`src/rtl/core/acsi_pkg.sv`:
```
package acsi_pkg;

   // Parser configuration.
   localparam int ACSI_MAX_PARAMS = 4;
   localparam int PARAM_W         = 15;
   localparam logic [PARAM_W-1:0] PARAM_CAP = 15'h7fff;

   // Parser modes.
   localparam logic [1:0] MODE_NORMAL = 2'd0;
   localparam logic [1:0] MODE_ESC    = 2'd1;
   localparam logic [1:0] MODE_CSI    = 2'd2;

   // Command codes.
   localparam logic [3:0] CMD_PUTC    = 4'd0;
   localparam logic [3:0] CMD_SETPOS  = 4'd1;
   localparam logic [3:0] CMD_MOVE    = 4'd2;
   localparam logic [3:0] CMD_CLRSCR  = 4'd3;
   localparam logic [3:0] CMD_CLREOS  = 4'd4;
   localparam logic [3:0] CMD_CLRLINE = 4'd5;
   localparam logic [3:0] CMD_CLREOL  = 4'd6;
   localparam logic [3:0] CMD_REVERSE = 4'd7;
   localparam logic [3:0] CMD_FG      = 4'd8;
   localparam logic [3:0] CMD_BG      = 4'd9;
   localparam logic [3:0] CMD_CURSOR  = 4'd10;

   // Byte codes the parser recognizes.
   localparam logic [7:0] CH_ESC    = 8'h1b;
   localparam logic [7:0] CH_LBRACK = 8'h5b;
   localparam logic [7:0] CH_QMARK  = 8'h3f;
   localparam logic [7:0] CH_SEMI   = 8'h3b;
   localparam logic [7:0] CH_ZERO   = 8'h30;
   localparam logic [7:0] CH_NINE   = 8'h39;
   localparam logic [7:0] CH_UPPER_A = 8'h41;
   localparam logic [7:0] CH_UPPER_Z = 8'h5a;
   localparam logic [7:0] CH_LOWER_A = 8'h61;
   localparam logic [7:0] CH_LOWER_Z = 8'h7a;

   // Final bytes with an action.
   localparam logic [7:0] FIN_CUP_H = 8'h48;
   localparam logic [7:0] FIN_CUP_F = 8'h66;
   localparam logic [7:0] FIN_CUU   = 8'h41;
   localparam logic [7:0] FIN_CUD   = 8'h42;
   localparam logic [7:0] FIN_CUF   = 8'h43;
   localparam logic [7:0] FIN_CUB   = 8'h44;
   localparam logic [7:0] FIN_ED    = 8'h4a;
   localparam logic [7:0] FIN_EL    = 8'h4b;
   localparam logic [7:0] FIN_SGR   = 8'h6d;
   localparam logic [7:0] FIN_SET   = 8'h68;
   localparam logic [7:0] FIN_RESET = 8'h6c;

   // Parameter values with a meaning.
   localparam logic [PARAM_W-1:0] PV_CURSOR  = 15'd25;
   localparam logic [PARAM_W-1:0] PV_ERASE_ALL = 15'd2;
   localparam logic [PARAM_W-1:0] PV_SGR_RESET = 15'd0;
   localparam logic [PARAM_W-1:0] PV_SGR_REVERSE = 15'd7;
   localparam logic [PARAM_W-1:0] PV_SGR_FG_DEFAULT = 15'd39;

   // Colors used by the SGR reset.
   localparam logic [15:0] COLOR_FG_DEFAULT = 16'd7;
   localparam logic [15:0] COLOR_BG_DEFAULT = 16'd0;

   // Configuration register indexes.
   localparam logic CSR_IDX_DISPLAY_EN = 1'b0;

   // Control from the sequencer to the parameter store.
   typedef struct packed {
      logic       clear;
      logic       acc;
      logic [3:0] digit;
   } acsi_store_ctl_type;

   // Maps an SGR foreground code to a palette index. Bit 4 is set when the
   // code names a color.
   function automatic logic [4:0] palette_of(input logic [PARAM_W-1:0] p);
      logic [4:0] r;
      case (p)
         15'd30: r = 5'h10;
         15'd31: r = 5'h14;
         15'd32: r = 5'h12;
         15'd33: r = 5'h1e;
         15'd34: r = 5'h11;
         15'd35: r = 5'h15;
         15'd36: r = 5'h13;
         15'd37: r = 5'h17;
         15'd90: r = 5'h18;
         15'd91: r = 5'h1c;
         15'd92: r = 5'h1a;
         15'd93: r = 5'h1e;
         15'd94: r = 5'h19;
         15'd95: r = 5'h1d;
         15'd96: r = 5'h1b;
         15'd97: r = 5'h1f;
         default: r = 5'h00;
      endcase
      return r;
   endfunction

endpackage

```
`src/rtl/core/acsi_param_store.sv`:
```
module acsi_param_store
   import acsi_pkg::*;
#(
   parameter int MAX_PARAMS = ACSI_MAX_PARAMS,
   localparam int IDX_W = (MAX_PARAMS > 1) ? $clog2(MAX_PARAMS) : 1
) (
   input  logic                      clock,
   input  logic                      reset,
   input  acsi_store_ctl_type        ctl,
   input  logic [IDX_W-1:0]          idx,
   output logic [PARAM_W-1:0]        rd_value,
   output logic [PARAM_W-1:0]        p0,
   output logic [PARAM_W-1:0]        p1
);

   logic [PARAM_W-1:0]    val_ff [MAX_PARAMS];
   logic [MAX_PARAMS-1:0] present_ff;
   logic [PARAM_W+3:0]    acc_sum;
   logic [PARAM_W-1:0]    acc_in;

   // Single read port shared by digit accumulation and the SGR walk.
   assign rd_value = present_ff[idx] ? val_ff[idx] : '0;
   assign p0       = present_ff[0] ? val_ff[0] : '0;

   generate
      if (MAX_PARAMS > 1) begin : g_p1
         assign p1 = present_ff[1] ? val_ff[1] : '0;
      end else begin : g_no_p1
         assign p1 = '0;
      end
   endgenerate

   // Multiply-by-ten and add unit with saturation.
   always_comb begin
      acc_sum = {1'b0, rd_value, 3'b000} + {3'b000, rd_value, 1'b0} +
                {{PARAM_W{1'b0}}, ctl.digit};
      if (acc_sum > {4'b0000, PARAM_CAP}) begin
         acc_in = PARAM_CAP;
      end else begin
         acc_in = acc_sum[PARAM_W-1:0];
      end
   end

   // Presence bits: an absent parameter reads as zero.
   always_ff @(posedge clock) begin
      if (reset || ctl.clear) begin
         present_ff <= '0;
      end else if (ctl.acc) begin
         present_ff[idx] <= 1'b1;
      end
   end

   // Parameter values.
   always_ff @(posedge clock) begin
      if (ctl.acc && !ctl.clear) begin
         val_ff[idx] <= acc_in;
      end
   end

endmodule

```
`src/rtl/core/acsi_sequencer.sv`:
```
module acsi_sequencer
   import acsi_pkg::*;
#(
   parameter int MAX_PARAMS = ACSI_MAX_PARAMS,
   localparam int IDX_W = (MAX_PARAMS > 1) ? $clog2(MAX_PARAMS) : 1
) (
   input  logic                 clock,
   input  logic                 reset,
   input  logic                 display_en,
   // Incoming byte transaction
   input  logic                 in_valid,
   output logic                 in_ready,
   input  logic [7:0]           in_byte,
   input  logic [7:0]           in_terminal,
   input  logic                 in_first,
   // Parameter store
   output acsi_store_ctl_type   store_ctl,
   output logic [IDX_W-1:0]     store_idx,
   input  logic [PARAM_W-1:0]   store_rd,
   input  logic [PARAM_W-1:0]   p0,
   input  logic [PARAM_W-1:0]   p1,
   // Command output register
   output logic                 out_valid,
   input  logic                 out_ready,
   output logic [3:0]           out_cmd,
   output logic [7:0]           out_terminal,
   output logic [15:0]          out_a,
   output logic [15:0]          out_b,
   output logic                 out_last
);

   localparam logic [IDX_W-1:0] IDX_LAST = IDX_W'(MAX_PARAMS - 1);

   localparam logic [2:0] ST_IDLE   = 3'd0;
   localparam logic [2:0] ST_DECODE = 3'd1;
   localparam logic [2:0] ST_ESC2   = 3'd2;
   localparam logic [2:0] ST_SGR    = 3'd3;
   localparam logic [2:0] ST_FLUSH  = 3'd4;

   logic [2:0]       state_ff, state_in;
   logic [1:0]       mode_ff, mode_in;
   logic             priv_ff, priv_in;
   logic [IDX_W-1:0] pidx_ff, pidx_in;
   logic [IDX_W-1:0] sidx_ff, sidx_in;
   logic [1:0]       sub_ff, sub_in;
   logic [7:0]       byte_ff, byte_in;
   logic [7:0]       term_ff, term_in;

   logic             pend_valid_ff, pend_valid_in;
   logic [3:0]       pend_cmd_ff, pend_cmd_in;
   logic [15:0]      pend_a_ff, pend_a_in;
   logic [15:0]      pend_b_ff, pend_b_in;

   logic             out_valid_ff, out_valid_in;
   logic [3:0]       out_cmd_ff, out_cmd_in;
   logic [7:0]       out_term_ff, out_term_in;
   logic [15:0]      out_a_ff, out_a_in;
   logic [15:0]      out_b_ff, out_b_in;
   logic             out_last_ff, out_last_in;

   logic             out_free;
   logic             is_digit;
   logic             is_letter;
   logic [15:0]      move_n;
   logic [4:0]       pal;
   logic             sgr_emit;
   logic             sgr_done;
   logic [3:0]       sgr_cmd;
   logic [15:0]      sgr_a;

   assign out_free  = !out_valid_ff || out_ready;
   assign is_digit  = (byte_ff >= CH_ZERO) && (byte_ff <= CH_NINE);
   assign is_letter = ((byte_ff >= CH_UPPER_A) && (byte_ff <= CH_UPPER_Z)) ||
                      ((byte_ff >= CH_LOWER_A) && (byte_ff <= CH_LOWER_Z));
   assign move_n    = (p0 != '0) ? {1'b0, p0} : 16'd1;
   assign pal       = palette_of(store_rd);
   assign store_idx = (state_ff == ST_SGR) ? sidx_ff : pidx_ff;

   // Command produced by the current SGR parameter and sub-step.
   always_comb begin
      sgr_emit = 1'b1;
      sgr_done = 1'b1;
      sgr_cmd  = CMD_FG;
      sgr_a    = COLOR_FG_DEFAULT;
      if (store_rd == PV_SGR_RESET) begin
         case (sub_ff)
            2'd0: begin
               sgr_cmd  = CMD_REVERSE;
               sgr_a    = 16'd0;
               sgr_done = 1'b0;
            end
            2'd1: begin
               sgr_cmd  = CMD_FG;
               sgr_a    = COLOR_FG_DEFAULT;
               sgr_done = 1'b0;
            end
            default: begin
               sgr_cmd = CMD_BG;
               sgr_a   = COLOR_BG_DEFAULT;
            end
         endcase
      end else if (store_rd == PV_SGR_REVERSE) begin
         sgr_cmd = CMD_REVERSE;
         sgr_a   = 16'd1;
      end else if (store_rd == PV_SGR_FG_DEFAULT) begin
         sgr_cmd = CMD_FG;
         sgr_a   = COLOR_FG_DEFAULT;
      end else if (pal[4]) begin
         sgr_cmd = CMD_FG;
         sgr_a   = {12'd0, pal[3:0]};
      end else begin
         sgr_emit = 1'b0;
      end
   end

   // Sequencer: one byte at a time, commands staged through a holding
   // register so that the last one can be marked once it is known.
   always_comb begin
      state_in      = state_ff;
      mode_in       = mode_ff;
      priv_in       = priv_ff;
      pidx_in       = pidx_ff;
      sidx_in       = sidx_ff;
      sub_in        = sub_ff;
      byte_in       = byte_ff;
      term_in       = term_ff;
      pend_valid_in = pend_valid_ff;
      pend_cmd_in   = pend_cmd_ff;
      pend_a_in     = pend_a_ff;
      pend_b_in     = pend_b_ff;
      out_valid_in  = out_valid_ff && !out_ready;
      out_cmd_in    = out_cmd_ff;
      out_term_in   = out_term_ff;
      out_a_in      = out_a_ff;
      out_b_in      = out_b_ff;
      out_last_in   = out_last_ff;
      store_ctl     = '0;
      in_ready      = 1'b0;

      unique case (state_ff)
         ST_IDLE: begin
            in_ready = 1'b1;
            if (in_valid) begin
               byte_in  = in_byte;
               term_in  = in_terminal;
               state_in = ST_DECODE;
               if (in_first) begin
                  mode_in         = MODE_NORMAL;
                  priv_in         = 1'b0;
                  pidx_in         = '0;
                  store_ctl.clear = 1'b1;
               end
            end
         end

         ST_DECODE: begin
            state_in = ST_IDLE;
            if (display_en) begin
               unique case (mode_ff)
                  MODE_NORMAL: begin
                     if (byte_ff == CH_ESC) begin
                        mode_in = MODE_ESC;
                     end else begin
                        pend_valid_in = 1'b1;
                        pend_cmd_in   = CMD_PUTC;
                        pend_a_in     = {8'd0, byte_ff};
                        pend_b_in     = 16'd0;
                        state_in      = ST_FLUSH;
                     end
                  end
                  MODE_ESC: begin
                     if (byte_ff == CH_LBRACK) begin
                        mode_in         = MODE_CSI;
                        priv_in         = 1'b0;
                        pidx_in         = '0;
                        store_ctl.clear = 1'b1;
                     end else begin
                        mode_in       = MODE_NORMAL;
                        pend_valid_in = 1'b1;
                        pend_cmd_in   = CMD_PUTC;
                        pend_a_in     = {8'd0, CH_ESC};
                        pend_b_in     = 16'd0;
                        state_in      = ST_ESC2;
                     end
                  end
                  MODE_CSI: begin
                     if (byte_ff == CH_QMARK) begin
                        priv_in = 1'b1;
                     end else if (is_digit) begin
                        store_ctl.acc   = 1'b1;
                        store_ctl.digit = 4'(byte_ff - CH_ZERO);
                     end else if (byte_ff == CH_SEMI) begin
                        if (pidx_ff != IDX_LAST) begin
                           pidx_in = pidx_ff + IDX_W'(1);
                        end
                     end else if (is_letter) begin
                        mode_in   = MODE_NORMAL;
                        pend_a_in = 16'd0;
                        pend_b_in = 16'd0;
                        if (priv_ff) begin
                           if (p0 == PV_CURSOR &&
                               (byte_ff == FIN_SET || byte_ff == FIN_RESET)) begin
                              pend_valid_in = 1'b1;
                              pend_cmd_in   = CMD_CURSOR;
                              pend_a_in     = {15'd0, byte_ff == FIN_SET};
                              state_in      = ST_FLUSH;
                           end
                        end else begin
                           unique case (byte_ff) inside
                              FIN_CUP_H, FIN_CUP_F: begin
                                 pend_valid_in = 1'b1;
                                 pend_cmd_in   = CMD_SETPOS;
                                 pend_a_in     = (p1 != '0) ? ({1'b0, p1} - 16'd1) : 16'd0;
                                 pend_b_in     = (p0 != '0) ? ({1'b0, p0} - 16'd1) : 16'd0;
                                 state_in      = ST_FLUSH;
                              end
                              FIN_CUU: begin
                                 pend_valid_in = 1'b1;
                                 pend_cmd_in   = CMD_MOVE;
                                 pend_b_in     = 16'd0 - move_n;
                                 state_in      = ST_FLUSH;
                              end
                              FIN_CUD: begin
                                 pend_valid_in = 1'b1;
                                 pend_cmd_in   = CMD_MOVE;
                                 pend_b_in     = move_n;
                                 state_in      = ST_FLUSH;
                              end
                              FIN_CUF: begin
                                 pend_valid_in = 1'b1;
                                 pend_cmd_in   = CMD_MOVE;
                                 pend_a_in     = move_n;
                                 state_in      = ST_FLUSH;
                              end
                              FIN_CUB: begin
                                 pend_valid_in = 1'b1;
                                 pend_cmd_in   = CMD_MOVE;
                                 pend_a_in     = 16'd0 - move_n;
                                 state_in      = ST_FLUSH;
                              end
                              FIN_ED: begin
                                 pend_valid_in = 1'b1;
                                 pend_cmd_in   = (p0 == PV_ERASE_ALL) ? CMD_CLRSCR : CMD_CLREOS;
                                 state_in      = ST_FLUSH;
                              end
                              FIN_EL: begin
                                 pend_valid_in = 1'b1;
                                 pend_cmd_in   = (p0 == PV_ERASE_ALL) ? CMD_CLRLINE : CMD_CLREOL;
                                 state_in      = ST_FLUSH;
                              end
                              FIN_SGR: begin
                                 sidx_in  = '0;
                                 sub_in   = 2'd0;
                                 state_in = ST_SGR;
                              end
                              default: begin
                                 state_in = ST_IDLE;
                              end
                           endcase
                        end
                     end else if (byte_ff == CH_ESC) begin
                        mode_in = MODE_ESC;
                     end
                  end
                  default: begin
                     mode_in = MODE_NORMAL;
                  end
               endcase
            end
         end

         // Second character of an escape that did not open a sequence.
         ST_ESC2: begin
            if (out_free) begin
               out_valid_in = 1'b1;
               out_cmd_in   = pend_cmd_ff;
               out_term_in  = term_ff;
               out_a_in     = pend_a_ff;
               out_b_in     = pend_b_ff;
               out_last_in  = 1'b0;
               pend_cmd_in  = CMD_PUTC;
               pend_a_in    = {8'd0, byte_ff};
               pend_b_in    = 16'd0;
               state_in     = ST_FLUSH;
            end
         end

         // SGR walk, one step per cycle unless the output is full.
         ST_SGR: begin
            if (!(sgr_emit && pend_valid_ff && !out_free)) begin
               if (sgr_emit) begin
                  if (pend_valid_ff) begin
                     out_valid_in = 1'b1;
                     out_cmd_in   = pend_cmd_ff;
                     out_term_in  = term_ff;
                     out_a_in     = pend_a_ff;
                     out_b_in     = pend_b_ff;
                     out_last_in  = 1'b0;
                  end
                  pend_valid_in = 1'b1;
                  pend_cmd_in   = sgr_cmd;
                  pend_a_in     = sgr_a;
                  pend_b_in     = 16'd0;
               end
               if (sgr_done) begin
                  sub_in = 2'd0;
                  if (sidx_ff == pidx_ff) begin
                     state_in = ST_FLUSH;
                  end else begin
                     sidx_in = sidx_ff + IDX_W'(1);
                  end
               end else begin
                  sub_in = sub_ff + 2'd1;
               end
            end
         end

         // Hand over the held command as the last one of this byte.
         ST_FLUSH: begin
            if (!pend_valid_ff) begin
               state_in = ST_IDLE;
            end else if (out_free) begin
               out_valid_in  = 1'b1;
               out_cmd_in    = pend_cmd_ff;
               out_term_in   = term_ff;
               out_a_in      = pend_a_ff;
               out_b_in      = pend_b_ff;
               out_last_in   = 1'b1;
               pend_valid_in = 1'b0;
               state_in      = ST_IDLE;
            end
         end

         default: begin
            state_in = ST_IDLE;
         end
      endcase
   end

   // Control registers.
   always_ff @(posedge clock) begin
      if (reset) begin
         state_ff      <= ST_IDLE;
         mode_ff       <= MODE_NORMAL;
         priv_ff       <= 1'b0;
         pidx_ff       <= '0;
         sidx_ff       <= '0;
         sub_ff        <= 2'd0;
         pend_valid_ff <= 1'b0;
         out_valid_ff  <= 1'b0;
      end else begin
         state_ff      <= state_in;
         mode_ff       <= mode_in;
         priv_ff       <= priv_in;
         pidx_ff       <= pidx_in;
         sidx_ff       <= sidx_in;
         sub_ff        <= sub_in;
         pend_valid_ff <= pend_valid_in;
         out_valid_ff  <= out_valid_in;
      end
   end

   // Payload registers.
   always_ff @(posedge clock) begin
      byte_ff     <= byte_in;
      term_ff     <= term_in;
      pend_cmd_ff <= pend_cmd_in;
      pend_a_ff   <= pend_a_in;
      pend_b_ff   <= pend_b_in;
      out_cmd_ff  <= out_cmd_in;
      out_term_ff <= out_term_in;
      out_a_ff    <= out_a_in;
      out_b_ff    <= out_b_in;
      out_last_ff <= out_last_in;
   end

   assign out_valid    = out_valid_ff;
   assign out_cmd      = out_cmd_ff;
   assign out_terminal = out_term_ff;
   assign out_a        = out_a_ff;
   assign out_b        = out_b_ff;
   assign out_last     = out_last_ff;

endmodule

```
`src/rtl/core/ansi_csi_escape_decoder_core.sv`:
```
// Terminal escape decoder: each request transaction carries one output byte
// and is turned into zero or more display commands on the response channel,
// the final one of each byte marked by tlast. The block handles one byte at a
// time: a plain character is accepted, decoded and handed over to the output
// register; for a byte that follows a lone escape the escape itself is handed
// over first; a byte that only changes parser state is accepted and decoded;
// and an SGR final is followed by a walk with one step per SGR parameter and
// one per extra command of a reset parameter. The steps are set by the byte
// sequencer and by the parameter store's single read port, which feeds its
// multiply-add unit and which both digit accumulation and the SGR walk use. A
// finished command waits in the output register while the next byte is taken,
// and a full output register stalls only the cycle that has a further command
// to hand over. Clearing the display_enabled register at address 0 makes bytes
// produce no commands and leaves the parser as it is, except that a
// start-of-write flag still resets it.
module ansi_csi_escape_decoder_core
   import acsi_pkg::*;
#(
   parameter int MAX_PARAMS = ACSI_MAX_PARAMS
) (
   input  logic        clock,
   input  logic        reset,
   // Request: tdata = char_byte[7:0], terminal[15:8]
   input  logic        req_tvalid,
   output logic        req_tready,
   input  logic [15:0] req_tdata,
   // Request: tuser = first_of_write[0]
   input  logic        req_tuser,
   // Response: tdata = terminal_out[7:0], arg_a[23:8], arg_b[39:24]
   output logic        rsp_tvalid,
   input  logic        rsp_tready,
   output logic [39:0] rsp_tdata,
   // Response: tuser = command[3:0]
   output logic [3:0]  rsp_tuser,
   output logic        rsp_tlast,
   // Configuration port
   input  logic        csr_psel,
   input  logic        csr_penable,
   input  logic        csr_pwrite,
   input  logic [2:0]  csr_paddr,
   input  logic [31:0] csr_pwdata,
   output logic [31:0] csr_prdata,
   output logic        csr_pready
);

   localparam int IDX_W = (MAX_PARAMS > 1) ? $clog2(MAX_PARAMS) : 1;

   logic               display_en_ff;
   logic               csr_write;
   acsi_store_ctl_type store_ctl;
   logic [IDX_W-1:0]   store_idx;
   logic [PARAM_W-1:0] store_rd;
   logic [PARAM_W-1:0] p0;
   logic [PARAM_W-1:0] p1;
   logic [3:0]         cmd;
   logic [7:0]         term_out;
   logic [15:0]        arg_a;
   logic [15:0]        arg_b;

   // Configuration register.
   assign csr_pready = 1'b1;
   assign csr_write  = csr_psel && csr_penable && csr_pwrite && csr_pready;

   always_ff @(posedge clock) begin
      if (reset) begin
         display_en_ff <= 1'b1;
      end else if (csr_write && csr_paddr[2] == CSR_IDX_DISPLAY_EN) begin
         display_en_ff <= csr_pwdata[0];
      end
   end

   assign csr_prdata = (csr_paddr[2] == CSR_IDX_DISPLAY_EN) ? {31'd0, display_en_ff} : 32'd0;

   acsi_param_store #(
      .MAX_PARAMS (MAX_PARAMS)
   ) u_store (
      .clock    (clock),
      .reset    (reset),
      .ctl      (store_ctl),
      .idx      (store_idx),
      .rd_value (store_rd),
      .p0       (p0),
      .p1       (p1)
   );

   acsi_sequencer #(
      .MAX_PARAMS (MAX_PARAMS)
   ) u_seq (
      .clock        (clock),
      .reset        (reset),
      .display_en   (display_en_ff),
      .in_valid     (req_tvalid),
      .in_ready     (req_tready),
      .in_byte      (req_tdata[7:0]),
      .in_terminal  (req_tdata[15:8]),
      .in_first     (req_tuser),
      .store_ctl    (store_ctl),
      .store_idx    (store_idx),
      .store_rd     (store_rd),
      .p0           (p0),
      .p1           (p1),
      .out_valid    (rsp_tvalid),
      .out_ready    (rsp_tready),
      .out_cmd      (cmd),
      .out_terminal (term_out),
      .out_a        (arg_a),
      .out_b        (arg_b),
      .out_last     (rsp_tlast)
   );

   // Response packing.
   assign rsp_tdata = {arg_b, arg_a, term_out};
   assign rsp_tuser = cmd;

endmodule

```
`config.mk`:
```
export PLATFORM = sky130hd
export DESIGN_NAME = ansi_csi_escape_decoder_core
export DESIGN_NICKNAME = d
export VERILOG_FILES = /design/src/rtl/core/acsi_pkg.sv /design/src/rtl/core/acsi_param_store.sv /design/src/rtl/core/acsi_sequencer.sv /design/src/rtl/core/ansi_csi_escape_decoder_core.sv
export SDC_FILE = /design/constraint.sdc
export NUM_CORES = 1
export LEC_CHECK = 0
export BUFFER_PORTS_ARGS = -buffer_cell sky130_fd_sc_hd__clkbuf_2
export CORE_ASPECT_RATIO = 0.9
export CORE_MARGIN = 2
export CORE_UTILIZATION = 40
export CTS_CLUSTER_SIZE = 40
export DETAILED_ROUTE_END_ITERATION = 16
export GPL_TIMING_DRIVEN = 0
export HOLD_SLACK_MARGIN = 0.12
export PLACE_DENSITY = 0.57
export SLEW_MARGIN = 15
export SYNTH_ARGS = -nofsm -noshare
export SYNTH_HDL_FRONTEND = slang
export SYNTH_SLANG_ARGS = --single-unit
```
`constraint.sdc`:
```
create_clock -name clock -period 10 [get_ports clock]
set_input_delay 2 -clock clock [delete_from_list [all_inputs] [get_ports clock]]
set_output_delay 2 -clock clock [all_outputs]
set_load 0.005 [all_outputs]
```
==> metrics.txt, run 1 <==
Crit Path Class reg -> reg; Min Clock Period, post-route 6.58 ns; ANT cells 0; IO Count 139; met3 Use GR 3.01%; syn_area_per_cell 10.3 sq um; area grow syn2layout 15.2%; Max Cap Violations 0; most frequent cell after synthesis edfxtp_1; die span in x 179 um; Fin. Hold Viols 0; IO Port Bufs 72; router iterations before antenna repair 5; kind of start point of the critical path flip-flop; worst-path fanout max 10; warnings from Yosys 0; Post-Route Setup TNS 0 ns; CTS Sinks 176; GRT Max-Usage Layer met2; Fillers 2,569; register area share after synthesis 46.2%; crit path from u_seq.byte_ff[4]; Tot GR Track Use 21.0%; fmax 152 MHz; Crit path max-delay family simple AND/OR/NAND/NOR gates; largest net degree at the start of global routing 21; Buf/Inv on CP 3; via/cell ratio 5.58; Clock Tree Buf Depth 2; # rows 57; Synth async-reset ratio 0%; synthesis-stage register bit count 176; die height 161 um; DRC viols 0; # setup viols final 0; worst reg2reg endpoint u_store.val_ff[1][10]; detailed placement HPWL 23,300 um; clk_skew 0.0140 ns; Worst-path clk slew 0.08 ns; CP required 10.11 ns; hold path endpoint u_seq.out_a[4]; Slew @ Worst Pin 0.958 ns; Max VDD drop 109 uV; LEAKAGE 4.85 nW; Post-Syn Area 11,000 sq um; PnR Total Power 1.91 mW; Layout Nets 1,307; final max-slew violation count 0; first-pass GRT wire length 46,100 um; Die Area 28,900 sq um; FF-to-FF Start u_seq.byte_ff[4]; DR vias 8,766; total CTS buffers 17; Starting DRT DRC Count 765; initial core utilization 40.8%; commonest cells in the netlist edfxtp_1, nand2_1, mux2i_1, nor2_1, a21oi_1; final core utilization 47.0%; slowest library cell on the worst path nor3b_1; RSZ-0062 raised after global routing false; CTS Hold Bufs 0; critical path, cell by cell nor3b_1 -> inv_1 -> nor3_1 -> nand2_1 -> nand2_1 -> nor2_1 -> and2_1 -> fa_1 -> inv_1 -> fa_1 -> nor2b_1 -> o21ai_0 -> a21boi_0 -> o21ai_0 -> a21boi_0 -> o2111ai_1 -> a21oi_1 -> o2111ai_1 -> a31oi_1 -> clkbuf_1 -> nand2_1; Worst setup EP type flip-flop; Yosys top cell by area edfxtp_1; post-synth top area share 42.8%; RD Place Congestion 0.917; GR Util met2 31.7%; initial antenna violation count 0; Core ar. 27,000 sq um; fin crit share 65.8%; post-route ant nets 0; Top FF cell, synth edfxtp_1; crit-path max cell delay 0.69 ns; CTS tree built; Unique masters post-synth 86; hold wc startpoint u_seq.pend_a_ff[4]; Post-synth EDFFs 157; grt ovf 0; Worst path depth 21; CTS Root Cell clkbuf_16; postcts setup bufs 0; R2R setup slack 3.42 ns; Worst-Skew Late Latency 0.44 ns; Hold WC Path Type reg -> reg; cell mode on critical path nand2_1; met1 track utilization from global routing 30.3%; WL per Instance 19.3 um; pwr dens 151 nW/um^2; Cells after Synth 1,065; vias in the first global route 8,066; Place WS 3.50 ns; cells on worst reg2reg path 21; CTS resizes 0; status completed; final WL 30,200 um; Worst slew margin 35.5%; hold path cells 0; H-tree Lvls 4; layout cells sized above 1 16.1%; Setup WS post-layout 3.42 ns; crit path DAT 6.69 ns; Area contributors post-synth edfxtp_1, mux2i_1, ha_1, nand2_1, dfxtp_1
[worst register-to-register path, delay by kind of cell, from the launching register on]
family / cells / cell delay (ns)
fa+ha+maj: 2 / 0.97
simple gates: 8 / 2.27
flops: 1 / 0.51
buf+inv: 3 / 0.65
compound gates: 8 / 1.87
[metal layers]
metal / up-vias / share of wire (%)
met5: - / 0
met4: 0 / 3.0
met3: 52 / 6.3
met2: 317 / 44
met1: 4164 / 47
li1: 4233 / -
[stage by stage]
stage	area, sq um	std cells	hold slack [ns]
detailed placement	12100	1538	0.405
finish	12700	1570	0.418
floorplan	11100	1095	0.400
global route	12700	1570	0.427
global placement	11900	1521	0.401
CTS	12700	1570	0.415
[worst max path at each step]
| stage | to | slack (ns) |
|---|---|---|
| after floorplan | u_seq.out_a[0] | 3.69 |
| after global placement | u_seq.out_b[5] | 1.69 |
| after detailed placement | u_store.val_ff[0][10] | 3.50 |
| after CTS | u_store.val_ff[1][10] | 3.46 |
| after global routing | u_store.val_ff[1][11] | 2.87 |
| final | u_store.val_ff[1][10] | 3.42 |
[placed cells by master, fill, tap and decap left out, types with 16 or more instances in the layout]
master,instances
ha_1,43
and2_1,16
clkbuf_2,72
nand3_1,32
a21oi_1,50
mux2i_1,93
inv_1,29
nand2_1,107
clkbuf_1,34
nor2_1,82
buf_4,46
edfxtp_1,157
conb_1,32
dfxtp_1,19
nand2b_1,17
nor3_1,29
clkbuf_16,17
o21ai_0,48
[power by group]
part	internal [mW]	switching [mW]	leakage [nW]
registers	0.939	0.0305	1.77
logic	0.0978	0.175	2.79
clock network	0.340	0.333	0.292
[logic make-up after synthesis]
group	Yosys count	share of synthesized area [%]
and+or+nand+nor	366	16.3
AOI/OAI and AO/OA	231	14.3
DFF	176	46.2
buffers and inverters	113	5.42
muxes	104	10.2
adders and majority gates	45	5.25
xor gates and xnor gates	28	2.23
other	2	0.0682
[state kept, by name, summed over array words and instances (netlist names), 2 cells and up]
register	flops
u_seq.out_cmd	4
u_store.present_ff	4
u_seq.pend_cmd_ff	4
u_seq.pidx_ff	2
u_seq.pend_b_ff	16
u_seq.state_ff	3
u_seq.byte_ff	8
u_seq.term_ff	8
u_seq.sub_ff	2
u_seq.sidx_ff	2
u_seq.out_b	16
u_store.val_ff	60
u_seq.out_a	16
u_seq.mode_ff	2
u_seq.pend_a_ff	16
u_seq.out_terminal	8
[final cells by class]
| class | instances | area, sq um | area share, % |
|---|---|---|---|
| multi-input combinational | 806 | 5480 | 43.1 |
| tap | 354 | 443 | 3.49 |
| buffer | 84 | 488 | 3.85 |
| inverter | 29 | 109 | 0.858 |
| timing repair buffer | 89 | 475 | 3.75 |
| clock inverter | 15 | 180 | 1.42 |
| clock buffer | 17 | 425 | 3.35 |
| sequential | 176 | 5090 | 40.1 |
Note: power is estimated with default switching activity, not from simulation.
==> inputs of run 2 (changes only) <==
Clock period 10 ns to 6.5 ns, I/O delays scaled along.
==> metrics.txt, run 2 (synthesized netlist as in run 1, its figures left out) <==
status completed; die height 161 um (unchanged); Crit Path Class reg -> reg; Worst setup EP type flip-flop; Hold WS 0.418 ns (+0.000557 ns); commonest cells after routing, fill and taps aside edfxtp_1, nand2_1, mux2i_1; Slew @ Worst Pin 0.957 ns (-0.000811 ns); PnR Total Power 2.95 mW (+54%); die span in x 179 um (unchanged); # setup viols final 0 (unchanged); RD Place Congestion 0.917 (unchanged); Non-Filler Instances 1,570 (unchanged); CTS resizes 2 (+2); Reg with most FFs u_store.val_ff; Hold WC Path Type reg -> reg; postcts setup bufs 0 (unchanged); Fin. Hold Viols 0 (unchanged); initial core utilization 40.8% (unchanged); largest net degree at the start of global routing 21 (unchanged); pwr dens 231 nW/um^2 (+53%); worst reg2reg endpoint u_store.val_ff[0][0]; Clock Tree Buf Depth 2 (unchanged); Worst-Skew Late Latency 0.44 ns (about the same); post-route ant nets 0 (unchanged); LEAKAGE 4.87 nW (+0.33%); grt ovf 0 (unchanged); RSZ-0062 raised after global routing false; Worst-path clk slew 0.08 ns (about the same); cells on worst reg2reg path 21 (unchanged); total CTS buffers 17 (unchanged); Fillers 2,567 (-0.078%); Die Area 28,900 sq um (unchanged); DRC viols 0 (unchanged); IO Port Bufs 72 (unchanged); detailed placement HPWL 23,300 um (unchanged); DR vias 8,749 (-0.19%); CTS Root Cell clkbuf_16; # rows 57 (unchanged); WL per Instance 19.3 um (+0.28%); commonest non-fill, non-tap cell in the layout edfxtp_1; fmax 171 MHz (+12%); Worst slew margin 35.6% (+0.055 points); Min Clock Period, post-route 5.86 ns (-0.721 ns); hold wc startpoint u_seq.pend_a_ff[4]; area grow syn2layout 15.6%; final max-slew violation count 0 (unchanged); worst-path fanout max 10 (unchanged); placed insts 1,538 (unchanged); Max VDD drop 168 uV (+54%); initial antenna violation count 0 (unchanged); clk_skew 0.0140 ns (+0.0000140 ns); final WL 30,300 um (+0.28%); IO Count 139 (unchanged); via/cell ratio 5.57 (-0.19%); H-tree Lvls 4 (unchanged); Layout Nets 1,307 (unchanged); CTS Hold Bufs 0 (unchanged); Starting DRT DRC Count 818 (+6.9%); Largest register FFs 60 (unchanged); hold path cells 0 (unchanged); FF-to-FF Start u_seq.byte_ff[1]; CP required 6.63 ns (-3.48 ns); Post-Route Setup TNS 0 ns (unchanged); router iterations before antenna repair 7 (+2); Core ar. 27,000 sq um (unchanged); Tot GR Track Use 21.0% (about the same); first-pass GRT wire length 46,200 um (about the same); R2R setup slack 0.64 ns (-2.78 ns); Max Cap Violations 0 (unchanged); hold path endpoint u_seq.out_a[4]; CTS tree built; CTS Sinks 176 (unchanged); vias in the first global route 8,067 (+0.012%); layout cells sized above 1 16.6% (+0.49 points); kind of start point of the critical path flip-flop; crit path DAT 5.99 ns (-0.70 ns); fin crit share 90.1% (+24 points); ANT cells 0 (unchanged)
## run 2: worst max-delay path, stage by stage, from the launching register on
cell and delay (ns):
edfxtp_1 0.37, clkbuf_1 0.36, nand2_1 0.20, nor3_1 0.47, nand2_1 0.10, nand2_1 0.28
nor2_1 0.10, and2_1 0.25, fa_1 0.53, inv_1 0.06, fa_1 0.43, nor2b_1 0.14
o21ai_0 0.12, a21boi_0 0.24, o21ai_0 0.13, a21boi_0 0.30, o2111ai_1 0.21, a21oi_1 0.21
o2111ai_1 0.17, a31oi_4 0.33, clkbuf_2 0.32, nand2_1 0.22
## run 2: worst max-delay path by stage
stage / startpoint / to
after CTS: u_seq.state_ff[1] / u_store.val_ff[1][10]
final: u_seq.byte_ff[1] / u_store.val_ff[0][0]
after floorplan: u_seq.state_ff[1] / u_seq.out_a[0]
after global placement: u_seq.sidx_ff[0] / u_seq.out_b[5]
after detailed placement: u_seq.byte_ff[4] / u_store.val_ff[0][10]
after global routing: u_seq.pidx_ff[0] / u_store.val_ff[1][11]
## run 2: layer usage
| metal | GRT usage, % | wire length (um) | up-vias | part of all wire, % |
|---|---|---|---|---|
| li1 | - | - | 4226 | - |
| met1 | 30.3 | 14000 | 4159 | 46 |
| met2 | 31.7 | 13400 | 313 | 44 |
| met3 | 3.01 | 2030 | 51 | 6.7 |
| met4 | 8.06 | 914 | 0 | 3.0 |
| met5 | 0 | 0 | - | 0 |
## run 2: layout make-up
class	instances	area (sq um)	share of cell area [%]
timing repair buffer	89	475	3.73
sequential	176	5090	40.0
buffer	84	490	3.85
multi-input combinational	806	5520	43.3
inverter	29	109	0.855
clock inverter	15	180	1.41
clock buffer	17	425	3.34
tap	354	443	3.48
## run 2: per-stage QoR
| step | setup WS, ns | util (%) | area [sq um] |
|---|---|---|---|
| 2_1_floorplan | 0.193 | - | 11100 |
| 3_3_place_gp | -1.81 | 44.2 | 11900 |
| 3_5_place_dp | -0.00376 | 44.7 | 12100 |
| 4_1_cts | 0.0540 | 47.0 | 12700 |
| 5_1_grt | 0.0820 | 47.1 | 12700 |
| 6_report | 0.640 | 47.1 | 12700 |
## run 2: where the power goes
part           total [mW]  leakage [nW]  switching [mW]  internal [mW]
Combinational       0.420          2.80           0.269          0.152
Clock                1.03         0.292           0.511          0.522
Sequential           1.49          1.77          0.0479           1.44
Total                2.95          4.87           0.828           2.12
==> inputs of run 3 (changes only) <==
Settings changed: SYNTH_HIERARCHICAL set to 1.
==> metrics.txt, run 3 <==
status completed; initial antenna violation count 0 (unchanged); Max Cap Violations 0 (unchanged); switching share of power 27.2% (-0.89 points); IO Port Bufs 73 (+1.4%); commonest cells in the netlist edfxtp_1, nand2_1, nor2_1, a21oi_1, and2_1; Starting DRT DRC Count 726 (-11%); Die Area 27,600 sq um (-4.4%); commonest cells after routing, fill and taps aside edfxtp_1, nand2_1, nor2_1; Slew @ Worst Pin 1.07 ns (+0.113 ns); Unique masters post-synth 78 (-9.3%); Hold WC Path Type reg -> reg; Reg power frac 50.7% (about the same); PnR Total Power 3.14 mW (+6.5%); most frequent cell after synthesis edfxtp_1; vias in the first global route 7,568 (-6.2%); post-synth top area share 44.8% (+2.0 points); Cells after Synth 1,013 (-4.9%); # rows 56 (-1.8%); syn_area_per_cell 10.4 sq um (+0.42%); Fillers 2,473 (-3.7%); IO Count 139 (unchanged); first-pass GRT wire length 42,400 um (-8.1%); Crit Path Class reg -> reg; final max-slew violation count 0 (unchanged); router iterations before antenna repair 5 (-2); Worst-Skew Late Latency 0.43 ns (about the same); Worst slew margin 28.1% (-7.5 points); Hold WS 0.417 ns (-0.00125 ns); Worst setup EP type flip-flop; # setup viols final 0 (unchanged); Max VDD drop 171 uV (+1.6%); hold wc startpoint u_seq/pend_a_ff[14]; total CTS buffers 17 (unchanged); Post-Syn Area 10,500 sq um (-4.5%); Min Clock Period, post-route 5.81 ns (-0.0545 ns); ANT cells 0 (unchanged); Post-synth EDFFs 157 (unchanged); layout cells sized above 1 17.0% (+0.40 points); DRC viols 0 (unchanged); Int Power 2.28 mW (+7.8%); post-route ant nets 0 (unchanged); Largest register FFs 60 (unchanged); Layout Nets 1,247 (-4.6%); Clock Tree Buf Depth 2 (unchanged); fmax 172 MHz (+0.94%); clk_skew 0.00870 ns (-0.00533 ns); die span in x 175 um (-2.2%); Fin. Hold Viols 0 (unchanged); commonest non-fill, non-tap cell in the layout edfxtp_1; CTS Hold Bufs 0 (unchanged); CTS Root Cell clkbuf_16; Sequential Area 5090 sq um (unchanged); Psw 0.854 mW (+3.1%); synthesis-stage register bit count 176 (unchanged); CTS Sinks 176 (unchanged); initial core utilization 40.5% (-0.28 points); Area contributors post-synth edfxtp_1, ha_1, dfxtp_1, nand2_1, and2_1; Top FF cell, synth edfxtp_1; FF-to-FF Start u_seq/state_ff[1]; detailed placement HPWL 20,700 um (-11%); final WL 27,000 um (-11%); hold path cells 0 (unchanged); area grow syn2layout 15.6% (about the same); cells on worst reg2reg path 19 (-9.5%); Core ar. 26,000 sq um (-3.8%); LEAKAGE 4.68 nW (-3.9%); postcts setup bufs 0 (unchanged); Yosys top cell by area edfxtp_1; CTS tree built; CP required 6.61 ns (-0.02 ns); CTS resizes 0 (-2); DR vias 8,178 (-6.5%); fin crit share 89.3% (-0.84 points); grt ovf 0 (unchanged); RSZ-0062 raised after global routing false; warnings from Yosys 6 (+6); crit path from u_seq/state_ff[1]; clock share of power 32.9% (-2.2 points); register area share after synthesis 48.4% (+2.2 points); H-tree Lvls 4 (unchanged); crit path DAT 5.91 ns (-0.08 ns); largest net degree at the start of global routing 33 (+57%); die height 158 um (-2.2%); Worst-path clk slew 0.07 ns (about the same); WL per Instance 17.9 um (-7.3%); pwr dens 258 nW/um^2 (+11%); via/cell ratio 5.43 (-2.6%); Post-Route Setup TNS 0 ns (unchanged); RD Place Congestion 0.927 (+1.1%); Reg with most FFs u_store/val_ff; multi-input logic area 4970 sq um (-9.8%); Synth async-reset ratio 0% (unchanged); Tot GR Track Use 19.9% (-1.1 points); part of the power in combinational logic 16.4% (+2.1 points); worst-path fanout max 10 (unchanged); kind of start point of the critical path flip-flop
[run 3: changes by cell type in the layout (fill, tap and decap cells not counted), sizes merged, moves of 8 or more]
cell | previous run | this run
mux4 | 2 | 14
a221oi | 1 | 9
buf | 67 | 54
o22ai | 14 | 4
a21o | 5 | 14
mux2i | 98 | 19
and2 | 18 | 53
a21oi | 50 | 65
nand2 | 108 | 91
clkbuf | 123 | 131
[run 3: cell families after synthesis]
family,share of synthesized area (%)
compound gates,14.6
flops,48.4
other cells,0.0714
simple gates,19.2
buf+inv,5.71
fa+ha+maj,5.35
mux,4.84
xor+xnor,1.83
[run 3: critical path: stages (launching register included)]
cell and delay [ns]:
dfxtp_1 0.35, inv_1 0.12, nor2_1 0.41, and2_1 0.19, clkbuf_1 0.31, nand2_1 0.10
nand2_1 0.06, buf_2 0.18, clkbuf_1 0.54, mux4_2 0.43, and2_1 0.29, ha_1 0.34
ha_1 0.36, a21oi_1 0.22, o21ai_0 0.17, a31o_2 0.28, o22ai_1 0.22, mux2i_2 0.45
buf_4 0.25, nand3_1 0.21
[run 3: cell type report]
type | count | area share (%)
Timing Repair Buffer | 83 | 3.72
Clock inverter | 15 | 1.48
Clock buffer | 17 | 3.50
Tap cell | 348 | 3.58
Buffer | 85 | 3.92
Multi-Input combinational cell | 749 | 40.9
Inverter | 33 | 1.02
Sequential cell | 176 | 41.9
[run 3: metrics by stage]
| stage | cell area, sq um | util (%) | worst slack (ns) | cells |
|---|---|---|---|---|
| floorplan | 10600 | - | 0.383 | 1043 |
| global placement | 11400 | 44.0 | -1.68 | 1464 |
| detailed placement | 11600 | 44.5 | 0.715 | 1474 |
| CTS | 12200 | 46.8 | 0.685 | 1506 |
| global route | 12200 | 46.8 | 0.282 | 1506 |
| finish | 12200 | 46.8 | 0.695 | 1506 |
[run 3: layer usage]
metal	vias to the layer above	part of all wire [%]	global-route usage, %
met4	0	1.5	5.87
met1	3893	48	29.3
met2	249	44	29.6
met5	-	0	0
li1	4003	-	-
met3	33	6.2	3.72
[run 3: final timing paths]
path / to / slack, ns
setup / recovery: u_store/val_ff[1][8] / 0.69
hold / removal: u_seq/out_a[14] / 0.42
setup reg to reg: u_store/val_ff[1][8] / 0.69
hold reg to reg: u_seq/out_a[14] / 0.42
[run 3: power by group through the flow]
stage	sequential, mW	combinational (mW)	clock (mW)
floorplan	1.62	0.293	0
global placement	1.63	0.481	0
detailed placement	1.62	0.516	0
CTS	1.59	0.517	1.06
global route	1.61	0.569	1.11
finish	1.59	0.516	1.03
